### config.mk
export PLATFORM = sky130hd
export DESIGN_NAME = c_escape_sequence_decoder
export DESIGN_NICKNAME = d
export VERILOG_FILES = /design/src/hw/rtl/ced_pkg.sv /design/src/hw/rtl/c_escape_sequence_decoder.sv /design/src/hw/rtl/ced_step.sv /design/src/hw/rtl/ced_rq.sv
export SDC_FILE = /design/constraint.sdc
export NUM_CORES = 1
export LEC_CHECK = 0
export BUFFER_PORTS_ARGS = -buffer_cell sky130_fd_sc_hd__buf_2
export CORE_UTILIZATION = 55
export CTS_CLUSTER_SIZE = 40
export DETAILED_ROUTE_END_ITERATION = 8
export PLACE_DENSITY_LB_ADDON = 0.05
export SYNTH_ARGS = -nofsm -noshare
export SYNTH_HDL_FRONTEND = slang
export SYNTH_SLANG_ARGS = --single-unit
### constraint.sdc
create_clock -name clk -period 8.5 [get_ports clk]
set_clock_uncertainty 0.05 [all_clocks]
set_input_delay 0.425 -clock clk [delete_from_list [all_inputs] [get_ports clk]]
set_output_delay 0.425 -clock clk [all_outputs]
set_load 0.05 [all_outputs]
### src/hw/rtl/ced_pkg.sv
// shared types, character codes and helpers for the escape sequence decoder
`timescale 1ns / 1ps

package ced_pkg;

  typedef enum logic [2:0] {
    MODE_NORMAL,
    MODE_ESCAPE,
    MODE_HEX0,
    MODE_HEX1,
    MODE_STOPPED
  } mode_t;

  localparam int unsigned COUNT_W = 15;
  localparam logic [COUNT_W-1:0] COUNT_MAX = 15'h7FFF;

  localparam logic KIND_CHAR = 1'b0;
  localparam logic KIND_DONE = 1'b1;

  localparam logic REG_STOP = 1'b0;
  localparam logic REG_KEPT = 1'b1;

  localparam logic [7:0] CH_NUL    = 8'h00;
  localparam logic [7:0] CH_TAB    = 8'h09;
  localparam logic [7:0] CH_LF     = 8'h0A;
  localparam logic [7:0] CH_CR     = 8'h0D;
  localparam logic [7:0] CH_SPACE  = 8'h20;
  localparam logic [7:0] CH_QUOTE  = 8'h22;
  localparam logic [7:0] CH_BSLASH = 8'h5C;
  localparam logic [7:0] CH_T      = 8'h74;
  localparam logic [7:0] CH_N      = 8'h6E;
  localparam logic [7:0] CH_R      = 8'h72;
  localparam logic [7:0] CH_X      = 8'h78;

  typedef struct packed {
    logic               kind;
    logic [7:0]         ch;
    logic [COUNT_W-1:0] count;
    logic               last;
  } result_t;

  // up to two results written into the result queue per accepted byte
  typedef struct packed {
    logic [1:0] n;
    result_t    a;
    result_t    b;
  } push_t;

  typedef struct packed {
    mode_t              mode;
    logic [COUNT_W-1:0] count;
  } status_t;

  function automatic result_t mk_char(input logic [7:0] ch);
    result_t r;
    r.kind  = KIND_CHAR;
    r.ch    = ch;
    r.count = '0;
    r.last  = 1'b0;
    return r;
  endfunction

  function automatic result_t mk_done(input logic [COUNT_W-1:0] cnt);
    result_t r;
    r.kind  = KIND_DONE;
    r.ch    = CH_NUL;
    r.count = cnt;
    r.last  = 1'b0;
    return r;
  endfunction

  // {valid, value} of a hex digit character
  function automatic logic [4:0] hex_digit(input logic [7:0] c);
    logic [4:0] r;
    r = 5'd0;
    if (c >= 8'h30 && c <= 8'h39) begin
      r = {1'b1, c[3:0]};
    end else if ((c >= 8'h41 && c <= 8'h46) || (c >= 8'h61 && c <= 8'h66)) begin
      r = {1'b1, c[3:0] + 4'd9};
    end
    return r;
  endfunction

endpackage

### src/hw/rtl/c_escape_sequence_decoder.sv
// top level of the C escape sequence decoder
`timescale 1ns / 1ps

//  channel  handshake            payload
//  in       in_valid / in_ready  in_byte
//  out      out_valid/out_ready  out_kind, out_byte, consumed_count, last_of_run
//  cfg      cfg_write            cfg_index, cfg_data
//
//  one byte per cycle is decoded in a single pass into a four-entry result queue while in_ready is high
//  a byte yields zero, one or two results; the queue drains one result per cycle while out_ready is high
//  so bytes that give two results limit the input rate
//  in_ready stays high while the queue has room for two results
//  reset clears the decode state, the queue and both registers

module c_escape_sequence_decoder (
  input  logic        clk,
  input  logic        rst,
  input  logic        in_valid,
  output logic        in_ready,
  input  logic [7:0]  in_byte,
  output logic        out_valid,
  input  logic        out_ready,
  output logic        out_kind,
  output logic [7:0]  out_byte,
  output logic [14:0] consumed_count,
  output logic        last_of_run,
  input  logic        cfg_write,
  input  logic        cfg_index,
  input  logic [7:0]  cfg_data
);

  logic               stop_at_quote_or_ctrl;
  logic [7:0]         kept_control_byte;
  logic               accept;
  ced_pkg::push_t     push;
  ced_pkg::status_t   status;
  ced_pkg::result_t   head;

  always_ff @(posedge clk) begin
    if (rst) begin
      stop_at_quote_or_ctrl <= 1'b0;
      kept_control_byte     <= '0;
    end else if (cfg_write) begin
      unique case (cfg_index)
        ced_pkg::REG_STOP: stop_at_quote_or_ctrl <= cfg_data[0];
        ced_pkg::REG_KEPT: kept_control_byte     <= cfg_data;
        default: ;
      endcase
    end
  end

  assign accept = in_valid && in_ready;

  ced_step u_step (
    .clk     (clk),
    .rst     (rst),
    .accept  (accept),
    .in_byte (in_byte),
    .stop    (stop_at_quote_or_ctrl),
    .kept    (kept_control_byte),
    .push    (push),
    .status  (status)
  );

  ced_rq u_rq (
    .clk        (clk),
    .rst        (rst),
    .wr_en      (accept),
    .push       (push),
    .space_ok   (in_ready),
    .head_valid (out_valid),
    .head_ready (out_ready),
    .head       (head)
  );

  assign out_kind       = head.kind;
  assign out_byte       = head.ch;
  assign consumed_count = head.count;
  assign last_of_run    = head.last;

  // a done result always closes the run of its byte
  a_done_last: assert property (@(posedge clk) disable iff (rst)
    out_valid && out_kind == ced_pkg::KIND_DONE |-> last_of_run)
    else $error("done result without last_of_run");

  // decoded zero bytes are never delivered
  a_char_nonzero: assert property (@(posedge clk) disable iff (rst)
    out_valid && out_kind == ced_pkg::KIND_CHAR |-> out_byte != ced_pkg::CH_NUL &&
    consumed_count == '0)
    else $error("bad character result");

  // a terminator in any mode returns the decoder to its reset state
  a_term_resets: assert property (@(posedge clk) disable iff (rst)
    accept && in_byte == ced_pkg::CH_NUL |=>
    status.mode == ced_pkg::MODE_NORMAL && status.count == '0)
    else $error("terminator did not reset decode state");

  // every terminator produces a result
  a_term_pushes: assert property (@(posedge clk) disable iff (rst)
    accept && in_byte == ced_pkg::CH_NUL |-> push.n != 2'd0)
    else $error("terminator produced no result");

endmodule

### src/hw/rtl/ced_step.sv
// decode state registers and the per-byte decode logic
`timescale 1ns / 1ps

module ced_step (
  input  logic                clk,
  input  logic                rst,
  input  logic                accept,
  input  logic [7:0]          in_byte,
  input  logic                stop,
  input  logic [7:0]          kept,
  output ced_pkg::push_t      push,
  output ced_pkg::status_t    status
);

  ced_pkg::mode_t                  mode;
  ced_pkg::mode_t                  mode_next;
  logic [7:0]                      acc;
  logic [7:0]                      acc_next;
  logic [ced_pkg::COUNT_W-1:0]     count;
  logic [ced_pkg::COUNT_W-1:0]     count_next;

  logic [ced_pkg::COUNT_W-1:0]     count_inc;
  logic [4:0]                      hex;
  logic [7:0]                      acc_shift;

  ced_pkg::mode_t                  p_mode;
  logic [ced_pkg::COUNT_W-1:0]     p_count;
  logic                            p_v;
  ced_pkg::result_t                p_res;

  logic                            pre_v;
  ced_pkg::result_t                pre;
  logic                            m_v;
  ced_pkg::result_t                m;

  always_comb begin
    count_inc = (count == ced_pkg::COUNT_MAX) ? count : count + 1'b1;
    hex       = ced_pkg::hex_digit(in_byte);
    acc_shift = {acc[3:0], hex[3:0]};

    // handling of a byte outside any escape
    p_mode  = ced_pkg::MODE_NORMAL;
    p_count = count_inc;
    p_v     = 1'b0;
    p_res   = ced_pkg::mk_char(in_byte);
    priority if (in_byte == ced_pkg::CH_NUL) begin
      p_v     = 1'b1;
      p_res   = ced_pkg::mk_done(count_inc);
      p_count = '0;
    end else if (stop && (in_byte == ced_pkg::CH_QUOTE || in_byte < ced_pkg::CH_SPACE)) begin
      p_mode  = ced_pkg::MODE_STOPPED;
      p_count = count;
    end else if (in_byte == ced_pkg::CH_BSLASH) begin
      p_mode = ced_pkg::MODE_ESCAPE;
    end else begin
      p_v = !(in_byte < ced_pkg::CH_SPACE && in_byte != kept);
    end

    pre_v      = 1'b0;
    pre        = ced_pkg::mk_char(acc);
    m_v        = 1'b0;
    m          = p_res;
    mode_next  = ced_pkg::MODE_NORMAL;
    acc_next   = '0;
    count_next = count_inc;

    unique case (mode)
      ced_pkg::MODE_STOPPED: begin
        mode_next  = ced_pkg::MODE_STOPPED;
        count_next = count;
        if (in_byte == ced_pkg::CH_NUL) begin
          m_v        = 1'b1;
          m          = ced_pkg::mk_done(count);
          mode_next  = ced_pkg::MODE_NORMAL;
          count_next = '0;
        end
      end
      ced_pkg::MODE_ESCAPE: begin
        m_v = 1'b1;
        priority if (in_byte == ced_pkg::CH_NUL) begin
          m          = ced_pkg::mk_done(count_inc);
          count_next = '0;
        end else if (in_byte == ced_pkg::CH_T) begin
          m = ced_pkg::mk_char(ced_pkg::CH_TAB);
        end else if (in_byte == ced_pkg::CH_N) begin
          m = ced_pkg::mk_char(ced_pkg::CH_LF);
        end else if (in_byte == ced_pkg::CH_R) begin
          m = ced_pkg::mk_char(ced_pkg::CH_CR);
        end else if (in_byte == ced_pkg::CH_CR || in_byte == ced_pkg::CH_LF) begin
          // line continuation
          m_v = 1'b0;
        end else if (in_byte == ced_pkg::CH_X) begin
          m_v       = 1'b0;
          mode_next = ced_pkg::MODE_HEX0;
        end else begin
          m = ced_pkg::mk_char(in_byte);
        end
      end
      ced_pkg::MODE_HEX0, ced_pkg::MODE_HEX1: begin
        if (hex[4]) begin
          if (mode == ced_pkg::MODE_HEX0) begin
            mode_next = ced_pkg::MODE_HEX1;
            acc_next  = acc_shift;
          end else begin
            m_v = (acc_shift != ced_pkg::CH_NUL);
            m   = ced_pkg::mk_char(acc_shift);
          end
        end else begin
          // flush a one-digit escape, then treat the byte as plain
          pre_v      = (mode == ced_pkg::MODE_HEX1) && (acc != ced_pkg::CH_NUL);
          m_v        = p_v;
          mode_next  = p_mode;
          count_next = p_count;
        end
      end
      default: begin
        m_v        = p_v;
        mode_next  = p_mode;
        count_next = p_count;
      end
    endcase

    push.n = {1'b0, pre_v} + {1'b0, m_v};
    push.a = pre_v ? pre : m;
    push.a.last = !(pre_v && m_v);
    push.b = m;
    push.b.last = 1'b1;
  end

  always_ff @(posedge clk) begin
    if (rst) begin
      mode  <= ced_pkg::MODE_NORMAL;
      acc   <= '0;
      count <= '0;
    end else if (accept) begin
      mode  <= mode_next;
      acc   <= acc_next;
      count <= count_next;
    end
  end

  assign status.mode  = mode;
  assign status.count = count;

endmodule

### src/hw/rtl/ced_rq.sv
// result queue: takes up to two results per cycle, gives one per cycle while head_ready is high
`timescale 1ns / 1ps

module ced_rq (
  input  logic               clk,
  input  logic               rst,
  input  logic               wr_en,
  input  ced_pkg::push_t     push,
  output logic               space_ok,
  output logic               head_valid,
  input  logic               head_ready,
  output ced_pkg::result_t   head
);

  localparam int unsigned DEPTH = 4;
  localparam int unsigned AW    = $clog2(DEPTH);

  ced_pkg::result_t mem [DEPTH];
  logic [AW-1:0]    wr_ptr;
  logic [AW-1:0]    rd_ptr;
  logic [AW:0]      fill;
  logic [1:0]       n_in;
  logic             pop;

  assign n_in       = wr_en ? push.n : 2'd0;
  assign head_valid = (fill != '0);
  assign pop        = head_valid && head_ready;
  // room for the worst case of two results
  assign space_ok   = (fill <= (AW+1)'(DEPTH - 2));
  assign head       = mem[rd_ptr];

  always_ff @(posedge clk) begin
    if (n_in != 2'd0) begin
      mem[wr_ptr] <= push.a;
    end
    if (n_in == 2'd2) begin
      mem[wr_ptr + 1'b1] <= push.b;
    end
  end

  always_ff @(posedge clk) begin
    if (rst) begin
      wr_ptr <= '0;
      rd_ptr <= '0;
      fill   <= '0;
    end else begin
      wr_ptr <= wr_ptr + AW'(n_in);
      rd_ptr <= rd_ptr + AW'(pop);
      fill   <= fill + (AW+1)'(n_in) - (AW+1)'(pop);
    end
  end

endmodule

==> results of run 1 <==
-- layout by cell type (no fill, tap or decap), types with 10 or more instances in the layout --
cell,n
nor2_1,109
edfxtp_1,96
o21ai_0,63
nand2_1,62
buf_2,48
dfxtp_1,45
a21oi_1,28
mux4_2,25
inv_1,23
nor3_1,21
nand3_1,19
a22oi_1,17
clkbuf_16,17
ha_1,12
nor4_1,10
a31oi_1,10
-- final cells by class --
class / count / area (um^2)
sequential: 142 / 3800
clock buffer: 19 / 433
tap: 176 / 220
multi-input combinational: 541 / 3640
clock inverter: 13 / 139
fill: 1117 / 4870
timing repair buffer: 57 / 308
inverter: 24 / 90.1
-- state kept, by name, summed over array words and instances, names as in the netlist --
signal / cells
u_rq.fill: 3
u_step.acc: 8
u_step.mode: 3
u_rq.mem: 100
u_rq.wr_ptr: 2
u_rq.rd_ptr: 2
stop_at_quote_or_ctrl: 1
u_step.count: 15
kept_control_byte: 8
-- worst reg2reg max path, cell delays in order, from the launching register on --
cell and delay [ns]:
dfxtp_1 0.50, inv_1 0.18, nor3_2 0.86, a211oi_1 0.29
nor4_1 0.32, o22ai_1 0.15, ha_1 0.40, nand2b_1 0.18
nand2_1 0.06, nand2_1 0.16, nor2_2 0.16, nand2_1 0.55
o21ai_0 0.42
-- layer usage --
layer	global-route usage [%]	up-vias	wire length [um]
met2	42.6	272	8910
met3	5.94	28	1540
met5	0	-	0
met1	40.0	3025	8600
met4	10.0	0	342
li1	-	2893	-
-- synthesized netlist by cell type (8+ instances only) --
master / n
nand2_1: 62
o21ai_0: 64
a21oi_1: 28
a31oi_1: 10
buf_2: 16
dfxtp_1: 46
nor2_1: 111
nor3_1: 22
mux4_2: 25
xor2_1: 9
a22oi_1: 17
clkbuf_1: 28
edfxtp_1: 96
xnor2_1: 9
inv_1: 23
nor4_1: 10
and2_1: 8
ha_1: 12
nand3_1: 19
-- where the power goes --
group	switching (mW)	leakage (nW)	internal (mW)
clock network	0.296	0.269	0.433
registers	0.0728	1.34	0.815
logic	0.467	1.25	0.224
total	0.836	2.86	1.47
-- kinds of logic after synthesis --
| logic type | synth area share (%) |
|---|---|
| compound gates | 17.7 |
| xor+xnor | 2.04 |
| fa+ha+maj | 2.20 |
| buf+inv | 4.04 |
| flops | 49.1 |
| mux | 7.82 |
| simple gates | 17.1 |
-- final timing paths --
kind	depth (start not counted)	to	start	slack (ns)
hold reg to reg	1	u_rq.mem[3][0]$_SDFFE_PP1N_	u_rq.mem[3][0]$_SDFFE_PP1N_	0.41
setup / recovery	12	u_rq.mem[1][20]$_DFFE_PP_	u_step.mode[2]$_SDFFE_PP0P_	4.02
setup reg to reg	12	u_rq.mem[1][20]$_DFFE_PP_	u_step.mode[2]$_SDFFE_PP0P_	4.02
hold / removal	3	stop_at_quote_or_ctrl$_SDFFE_PP0P_	cfg_data[0]	0.20
-- per-stage QoR --
step                      hold slack, ns  worst slack (ns)
after floorplan                    0.381              3.52
after global placement             0.393              4.02
after detailed placement           0.400              3.83
after CTS                          0.193              4.09
after global routing               0.198              3.71
final                              0.201              4.02
==> results.toml, run 1 <==
[run_status]
status = "completed"

[detailed_routing]
dr.first_iter.drc_count = 652
drt-total-wl_um = 19400
drc = 0
vias_per_cell = 6.40
ant_nets = 0
firstDrtPassIters = 6
wire_per_inst_um = 20.0
via_count = 6218

[floorplan]
die-area_um2 = 14600
die_h_um = 121
ios = 49
die_w_um = 121
start_util_pct = 57.3
row_count = 42
fp.coreArea_um2 = 13500

[logic_synthesis]
yosysWarnings = 0
synth_fp_nets = 793
synth_cell_types = 82
synth_seq_area_share_pct = 49.1
postSynthCellCount = 758
synth_edf_count = 96
avgSynthCellArea_um2 = 10.2
yosys.area.top_type = "edfxtp_1"
yosys_register_bits = 142
ys.flop_type = "edfxtp_1"
yosysTopAreaCellShare_pct = 37.2
synth_async_sr_flop_share_pct = 0
syn_area_um2 = 7740
synth_top_cells_by_area = "edfxtp_1 (37%), dfxtp_1 (12%), mux4_2 (7.3%), nor2_1 (5.4%), o21ai_0 (4.1%)"

[timing]
maxSlewViolCount = 0
finalHoldViolCount = 0
maxSlewHeadroom_pct = 26.2
fmax_ghz = 0.223
grt_setup_unrepaired = "false"
setup_viol = 0
min_period_over_period_pct = 52.8
worst_slew_pin_slew_ns = 1.10
fin_crit_ns = 4.48
setup_tns_ns = 0

[clock_tree]
cts_root_buffer = "clkbuf_16"
clk_pin_slew_worst_paths_ns = 0.06
worstSkewPairLatency_ns = 0.42
cts_buffer_depth = 2
cts-resized-gates = 0
holdBufCountCts = 0
numCtsBuffers = 17
cts_sinks = 142
htreeDepth = 4
cts_tree = "built"
post_cts_buffers = 0

[finish]
final_nets = 818
n_antenna_cell = 0
area_growth_pct = 11.5
instances_no_fill = 972
fin_util_pct = 64.0
final_layout_size_suffix_gt1_share_pct = 17.0
postLayoutCellArea_um2 = 8640

[global_route]
track_usage_pct = 28.1
grt_pass1_wl_um = 31100
grt_overflow_total = 0
grt_max_degree = 31
grt_pass1_vias = 5774
antenna_found_initial = 0

[worst_setup_path]
cp_slowest_cell = "nor3_2"
crit_chain = "inv_1, nor3_2, a211oi_1, nor4_1, o22ai_1, ha_1, nand2b_1, nand2_1, nand2_1, nor2_2, nand2_1, o21ai_0"
cp-start-kind = "flip-flop"
arrival_ns = 4.66
crit_path_end_kind = "flip-flop"
worst-path-max-fanout = 22
path_buf_inv = 1
worst_ep_required_time_ns = 8.68
critical_path_class = "flip-flop to flip-flop"
cp_common_cell = "nand2_1"
worst_path_dominant_cell_family = "simple AND/OR/NAND/NOR gates"
worst_path_largest_cell_delay_ns = 0.86

[pwr]
power_density_nw_per_um2 = 267
p_leak_nw = 2.86
total_power_mw = 2.31
vdd_ir_drop_max_uv = 164

[placement]
dp.cells = 940
dp.final_hpwl_um = 13000
gp_congestion = 0.890
io_buffers = 48
post_dp_cell_area_um2 = 8070

[run]
cap_viol_max_count = 0

[min_path]
hold_path.class = "primary input to flip-flop"
Note: power is estimated with default switching activity, not from simulation.
==> run 2, diff against run 1 <==
--- a/config.mk
+++ b/config.mk
@@ -5,6 +5,7 @@
 export SDC_FILE = /design/constraint.sdc
 export NUM_CORES = 1
 export LEC_CHECK = 0
+export ABC_AREA = 1
 export BUFFER_PORTS_ARGS = -buffer_cell sky130_fd_sc_hd__buf_2
 export CORE_UTILIZATION = 55
 export CTS_CLUSTER_SIZE = 40
==> constraint.sdc (replaced) <==
create_clock -name clk -period 3.8 [get_ports clk]
set_clock_uncertainty 0.05 [all_clocks]
set_input_delay 0.19 -clock clk [delete_from_list [all_inputs] [get_ports clk]]
set_output_delay 0.19 -clock clk [all_outputs]
set_load 0.05 [all_outputs]
==> run 2 against run 1 <==
Sequential share of layout area shrank 3.6 points; critical path depth grew 6; register-to-register slack lost 3.5 ns; sequential power grew 120%; count of clock-buffer cells in the layout shrank 2; non-clock buffer count grew 18; wire length grew 9.5%; the flow now finishes with violations (DRC); combinational power grew to 3.0 times the previous value; core utilization grew 0.30 points; largest cell class is now multi-input gates; critical endpoint is now u_rq.mem[3][5]$_DFFE_PP_; worst hold slack lost 0.044 ns; flip-flop and latch count is the same; total power grew 140%.
==> results.toml, run 2 <==
[clock_tree]
post_cts_buffers = 0
worstSkewPairLatency_ns = 0.44
cts_tree = "built"
htreeDepth = 4
cts_root_buffer = "clkbuf_16"
holdBufCountCts = 10
clk_pin_slew_worst_paths_ns = 0.07
cts_sinks = 142
cts_buffer_depth = 2
numCtsBuffers = 17
cts-resized-gates = 0

[detailed_routing]
drt-total-wl_um = 21200
vias_per_cell = 5.56
firstDrtPassIters = 7
ant_nets = 0
via_count = 7390
dr.first_iter.drc_count = 651
drc = 8
wire_per_inst_um = 16.0

[run_status]
status = "finished, violations left"
violations = "DRC"

[worst_setup_path]
cp-start-kind = "flip-flop"
worst-r2r-setup-slack_ns = 0.52
worst-path-max-fanout = 11
worst_ep_required_time_ns = 4.03
cp_common_cell = "inv_1"
crit_chain = "inv_1, nor3_1, inv_1, nor2_1, o21ai_0, inv_1, nand2_1, o21ai_0, nand2_1, ha_1, inv_1, nor2_2, nor2_1, nor2_4, inv_2, o21ai_2, inv_2, a21oi_1"
startpoint = "u_step.mode[2]$_SDFFE_PP0P_"
critical_path_class = "flip-flop to flip-flop"
timing.rr.start = "u_step.mode[2]$_SDFFE_PP0P_"
r2r_cells = 18
crit_path_end_kind = "flip-flop"
worst_path_largest_cell_delay_ns = 0.45
timing.rr.end = "u_rq.mem[3][5]$_DFFE_PP_"
crit_end = "u_rq.mem[3][5]$_DFFE_PP_"
arrival_ns = 3.51
cp_slowest_cell = "dfxtp_1"

[floorplan]
start_util_pct = 56.8
die_h_um = 125
row_count = 44
die-area_um2 = 15600
die_w_um = 125
ios = 49
fp.coreArea_um2 = 14600

[finish]
final_nets = 1168
largest_register_ffs = 100
top_register = "u_rq.mem"
largestRegisters = "u_rq.mem (100), u_step.count (15)"
fin_util_pct = 64.3
regArea_um2 = 3800
multi_input_area_um2 = 3820
area_growth_pct = 13.1
final_layout_size_suffix_gt1_share_pct = 13.9
n_antenna_cell = 0
num-fill-cells = 1274
final_common_cell = "nand2_1"
final_cell_mix = "nand2_1 (262), nor2_1 (133), inv_1 (114)"

[global_route]
busiest_layer = "met2"
track_usage_pct = 28.4
grt_max_degree = 52
met3_usage_pct = 4.41
grtUsageMet1_pct = 38.6
antenna_found_initial = 0
grt_pass1_wl_um = 34600
grt_pass1_vias = 6870
grt_overflow_total = 0
gr-usage-met2_pct = 46.4

[logic_synthesis]
avgSynthCellArea_um2 = 7.74
synth_cell_types = 44
yosys_register_bits = 142
synth_top_cells_by_area = "edfxtp_1 (35%), nand2_1 (12%), dfxtp_1 (11%), nor2_1 (6.0%), inv_1 (5.1%)"
yosysTopAreaCellShare_pct = 34.6
yosysMostFrequentCell = "nand2_1"
yosys.area.top_type = "edfxtp_1"
syn_area_um2 = 8320
postSynthCellCount = 1075
yosysWarnings = 0
synth_seq_area_share_pct = 45.7
synth_fp_nets = 1110
synth_async_sr_flop_share_pct = 0
synth_edf_count = 96
synth_common_cells = "nand2_1 (262), nor2_1 (133), inv_1 (114)"
ys.flop_type = "edfxtp_1"

[timing]
min_period_over_period_pct = 86.4
setup_viol = 0
finalHoldViolCount = 0
grt_setup_unrepaired = "false"
timing.hold.ws_ns = 0.157
fin_crit_ns = 3.28
worst_slew_pin_slew_ns = 0.835
maxSlewHeadroom_pct = 44.3
maxSlewViolCount = 0
setup_tns_ns = 0
fmax_ghz = 0.305

[min_path]
min_path_cells = 3
hold_path.class = "primary input to flip-flop"

[pwr]
p_leak_nw = 4.10
power_density_nw_per_um2 = 590
vdd_ir_drop_max_uv = 354

[placement]
gp_congestion = 0.913
dp.final_hpwl_um = 15000
io_buffers = 48

[run]
cap_viol_max_count = 0
==> run 2: cell types whose count changed in the layout (fill, tap and decap cells not counted), sizes merged, moves of 11 or more <==
cell and delta:
mux4 -25, nor4 -12, nand4 +14, o21ai +16, o22ai +27, nor3 -11, a22oi -12, a21oi +39
nor2 +36, nand3 +68, inv +111, nand2 +208
==> run 2: cell families after synthesis <==
kind of cell               Yosys count  synth area share, %
adders and majority gates           13                 2.04
AOI/OAI and AO/OA                  199                 13.4
buffers and inverters              169                 8.34
xor gates and xnor gates            17                 1.79
and+or+nand+nor                    535                 28.7
DFF                                142                 45.7
==> run 2: worst min-delay path by stage <==
stage,start,endpoint
2_1_floorplan,cfg_data[0],stop_at_quote_or_ctrl$_SDFFE_PP0P_
3_3_place_gp,cfg_data[4],kept_control_byte[4]$_SDFFE_PP0P_
3_5_place_dp,cfg_data[2],kept_control_byte[2]$_SDFFE_PP0P_
4_1_cts,cfg_index,kept_control_byte[6]$_SDFFE_PP0P_
5_1_grt,rst,u_rq.fill[1]$_SDFF_PP0_
6_report,cfg_index,kept_control_byte[6]$_SDFFE_PP0P_
==> run 2: worst max-delay path: cells and delay by family, from the launching register on <==
family / cells / cell delay [ns]
compound gates: 4 / 0.70
simple gates: 7 / 0.98
flops: 1 / 0.45
buf+inv: 6 / 0.59
fa+ha+maj: 1 / 0.35
==> run 2: per-layer routing <==
layer / vias to the layer above / share of wire, % / routed length [um]
met3: 29 / 6.9 / 1460
met1: 3407 / 45 / 9520
met5: - / 0 / 0
met4: 0 / 1.4 / 303
met2: 259 / 47 / 9950
li1: 3695 / - / -
==> run 2: final cells by class <==
class / instances / share of cell area, %
Clock buffer: 17 / 4.52
Clock inverter: 15 / 1.34
Inverter: 133 / 5.39
Multi-Input combinational cell: 764 / 40.6
Sequential cell: 142 / 40.4
Tap cell: 184 / 2.45
Timing Repair Buffer: 75 / 5.24
==> run 2: through the flow <==
step / setup slack [ns] / power, mW / cell area [um^2] / std cells
2_1_floorplan: 0.542 / 3.53 / 8320 / 1075
3_3_place_gp: 0.297 / 4.01 / 8760 / 1288
3_5_place_dp: 0.162 / 4.02 / 8760 / 1288
4_1_cts: 0.531 / 5.56 / 9410 / 1330
5_1_grt: 0.127 / 5.82 / 9410 / 1330
6_report: 0.517 / 5.55 / 9410 / 1330
==> run 2: power by group <==
part	total [mW]	leakage (nW)	internal, mW	switching [mW]
Combinational	2.07	2.54	0.513	1.55
Clock	1.56	0.259	0.851	0.709
Sequential	1.93	1.31	1.83	0.0979
Total	5.55	4.10	3.19	2.36
==> run 3, diff against run 2 <==
--- a/config.mk
+++ b/config.mk
@@ -13,4 +13,5 @@
 export PLACE_DENSITY_LB_ADDON = 0.05
 export SYNTH_ARGS = -nofsm -noshare
 export SYNTH_HDL_FRONTEND = slang
+export SYNTH_HIERARCHICAL = 1
 export SYNTH_SLANG_ARGS = --single-unit
==> run 3 against run 2 <==
The run now ends clean; area after synthesis increased by 6.2%; critical endpoint is now u_rq/fill[2]$_SDFF_PP0_; highest routed layer unchanged; critical path depth decreased by 1; flip-flop and latch count unchanged; via count increased by 3.2%.
==> results.toml, run 3 <==
[run_status]
status = "completed"

[finish]
final_cell_mix = "nand2_1 (336), nor2_1 (104), edfxtp_1 (100)"
final_nets = 1225
final_common_cell = "nand2_1"
n_antenna_cell = 0
final_layout_size_suffix_gt1_share_pct = 13.1
area_growth_pct = 9.56
largestRegisters = "u_rq/mem (100), u_step/count (15)"
largest_register_ffs = 100
top_register = "u_rq/mem"

[timing]
grt_setup_unrepaired = "false"
maxSlewHeadroom_pct = 41.1
maxSlewViolCount = 0
timing.hold.ws_ns = 0.0794
worst_slew_pin_slew_ns = 0.882
fin_crit_ns = 3.11
fmax_ghz = 0.321
setup_tns_ns = 0
setup_viol = 0
min_period_over_period_pct = 81.9
finalHoldViolCount = 0

[clock_tree]
cts_root_buffer = "clkbuf_16"
cts_tree = "built"
htreeDepth = 4
cts_sinks = 142
numCtsBuffers = 17
post_cts_buffers = 0
clk_pin_slew_worst_paths_ns = 0.06
cts_buffer_depth = 2
worstSkewPairLatency_ns = 0.42

[min_path]
hold_path_end = "u_rq/rd_ptr[1]$_SDFF_PP0_"
hold_path.class = "primary input to flip-flop"
hold_path_startpoint = "out_ready"
min_path_cells = 4

[global_route]
grt_pass1_wl_um = 35100
antenna_found_initial = 0
track_usage_pct = 27.7
grt_pass1_vias = 6841
grt_max_degree = 53
grt_overflow_total = 0

[logic_synthesis]
synth_edf_count = 100
synth_common_cells = "nand2_1 (336), nor2_1 (104), edfxtp_1 (100)"
synthMuxAreaShare_pct = 0
synth_top_cells_by_area = "edfxtp_1 (34%), nand2_1 (14%), dfxtp_1 (9.5%), o21ai_0 (5.6%), nor2_1 (4.4%)"
synth_fp_nets = 1194
yosys.area.top_type = "edfxtp_1"
synth_top_family_by_area = "simple AND/OR/NAND/NOR gates"
synthAdderAreaFrac_pct = 1.78
synth-compound-area-share_pct = 15.7
synth_xor_area_share_pct = 1.68
yosysMostFrequentCell = "nand2_1"
synthSimpleGateAreaFrac_pct = 28.8
avgSynthCellArea_um2 = 7.62
syn_area_um2 = 8840
postSynthCellCount = 1160
synth_async_sr_flop_share_pct = 0
yosys_register_bits = 142
synth_seq_area_share_pct = 43.5
yosysTopAreaCellShare_pct = 34.0
ys.flop_type = "edfxtp_1"
yosysWarnings = 6
synth_cell_types = 45

[detailed_routing]
drt-total-wl_um = 21700
firstDrtPassIters = 6
via_count = 7623
drc = 0
ant_nets = 0
dr.first_iter.drc_count = 631
wire_per_inst_um = 15.4
vias_per_cell = 5.39

[floorplan]
fp.coreArea_um2 = 15400
row_count = 45
start_util_pct = 57.3
ios = 49
die-area_um2 = 16600
die_w_um = 129
die_h_um = 129

[worst_setup_path]
crit_path_end_kind = "flip-flop"
timing.rr.end = "u_rq/fill[2]$_SDFF_PP0_"
worst-path-max-fanout = 19
critical_path_class = "flip-flop to flip-flop"
timing.rr.start = "u_step/mode[1]$_SDFFE_PP0P_"
arrival_ns = 3.41
r2r_cells = 17
worst_ep_required_time_ns = 4.09
cp-start-kind = "flip-flop"
worst-r2r-setup-slack_ns = 0.69

[pwr]
total_power_mw = 4.96
p_leak_nw = 3.85
vdd_ir_drop_max_uv = 331
power_density_nw_per_um2 = 513

[placement]
gp_congestion = 0.946
dp.final_hpwl_um = 14400
io_buffers = 48

[run]
cap_viol_max_count = 0
## run 3: cell type report
type                    count  area, um^2
multi-input cells         859        4250
inverters                 104         394
clock inverters            11        96.3
well taps                 211         264
repair buffers             67         403
clock buffers              19         433
flip-flops and latches    142        3840
fillers                  1415        5750
## run 3: logic make-up after synthesis
kind of cell | Yosys count
buf+inv | 159
simple gates | 571
compound gates | 258
other cells | 1
flops | 142
xor+xnor | 17
fa+ha+maj | 12
## run 3: how the worst max path moves through the flow
stage	startpoint	to	slack [ns]	cells after the start
2_1_floorplan	in_byte[0]	u_rq/mem[3][0]$_DFFE_PP_	0.30	16
3_3_place_gp	in_byte[0]	u_rq/mem[3][5]$_DFFE_PP_	0.60	21
3_5_place_dp	in_byte[0]	u_rq/fill[2]$_SDFF_PP0_	0.53	21
4_1_cts	u_step/mode[1]$_SDFFE_PP0P_	u_rq/fill[2]$_SDFF_PP0_	0.67	17
5_1_grt	u_step/mode[1]$_SDFFE_PP0P_	u_rq/fill[2]$_SDFF_PP0_	0.40	17
6_report	u_step/mode[1]$_SDFFE_PP0P_	u_rq/fill[2]$_SDFF_PP0_	0.69	17
## run 3: through the flow
stage                     utilization (%)  std cells  worst slack [ns]  cell area (um^2)
after floorplan                         -       1160             0.296              8840
after global placement               58.8       1375             0.604              9070
after detailed placement             58.8       1375             0.534              9070
after CTS                            62.8       1413             0.670              9680
after global routing                 62.8       1413             0.399              9680
final                                62.8       1413             0.686              9680
## run 3: routing by layer
| metal | track usage, % | wire length [um] |
|---|---|---|
| met1 | 37.9 | 10000 |
| met2 | 45.3 | 10200 |
| met3 | 5.86 | 1400 |
| met4 | 6.30 | 179 |
| met5 | 0 | 0 |
## run 3: worst max-delay path: stages (launching register included)
cell and delay (ns):
dfxtp_1 0.40, inv_2 0.07, nor2_4 0.22, inv_2 0.11, nor2_2 0.14, inv_2 0.07, a21oi_2 0.15, nand2_4 0.17
inv_4 0.24, ha_1 0.32, nand2_1 0.11, xor2_1 0.15, ha_1 0.16, inv_1 0.04, fa_1 0.37, inv_1 0.06
nand2_1 0.04, a21oi_1 0.14
## run 3: timing repair
action | CTS | global route
endpoints found under the hold margin | 8 | 0
hold buffers | 8 | 0
resized for setup | 0 | 0
## run 3: power by group
part	internal [mW]	switching, mW	total (mW)
Combinational	0.377	1.20	1.57
Clock	0.887	0.624	1.51
Sequential	1.81	0.0653	1.88
Total	3.08	1.89	4.96
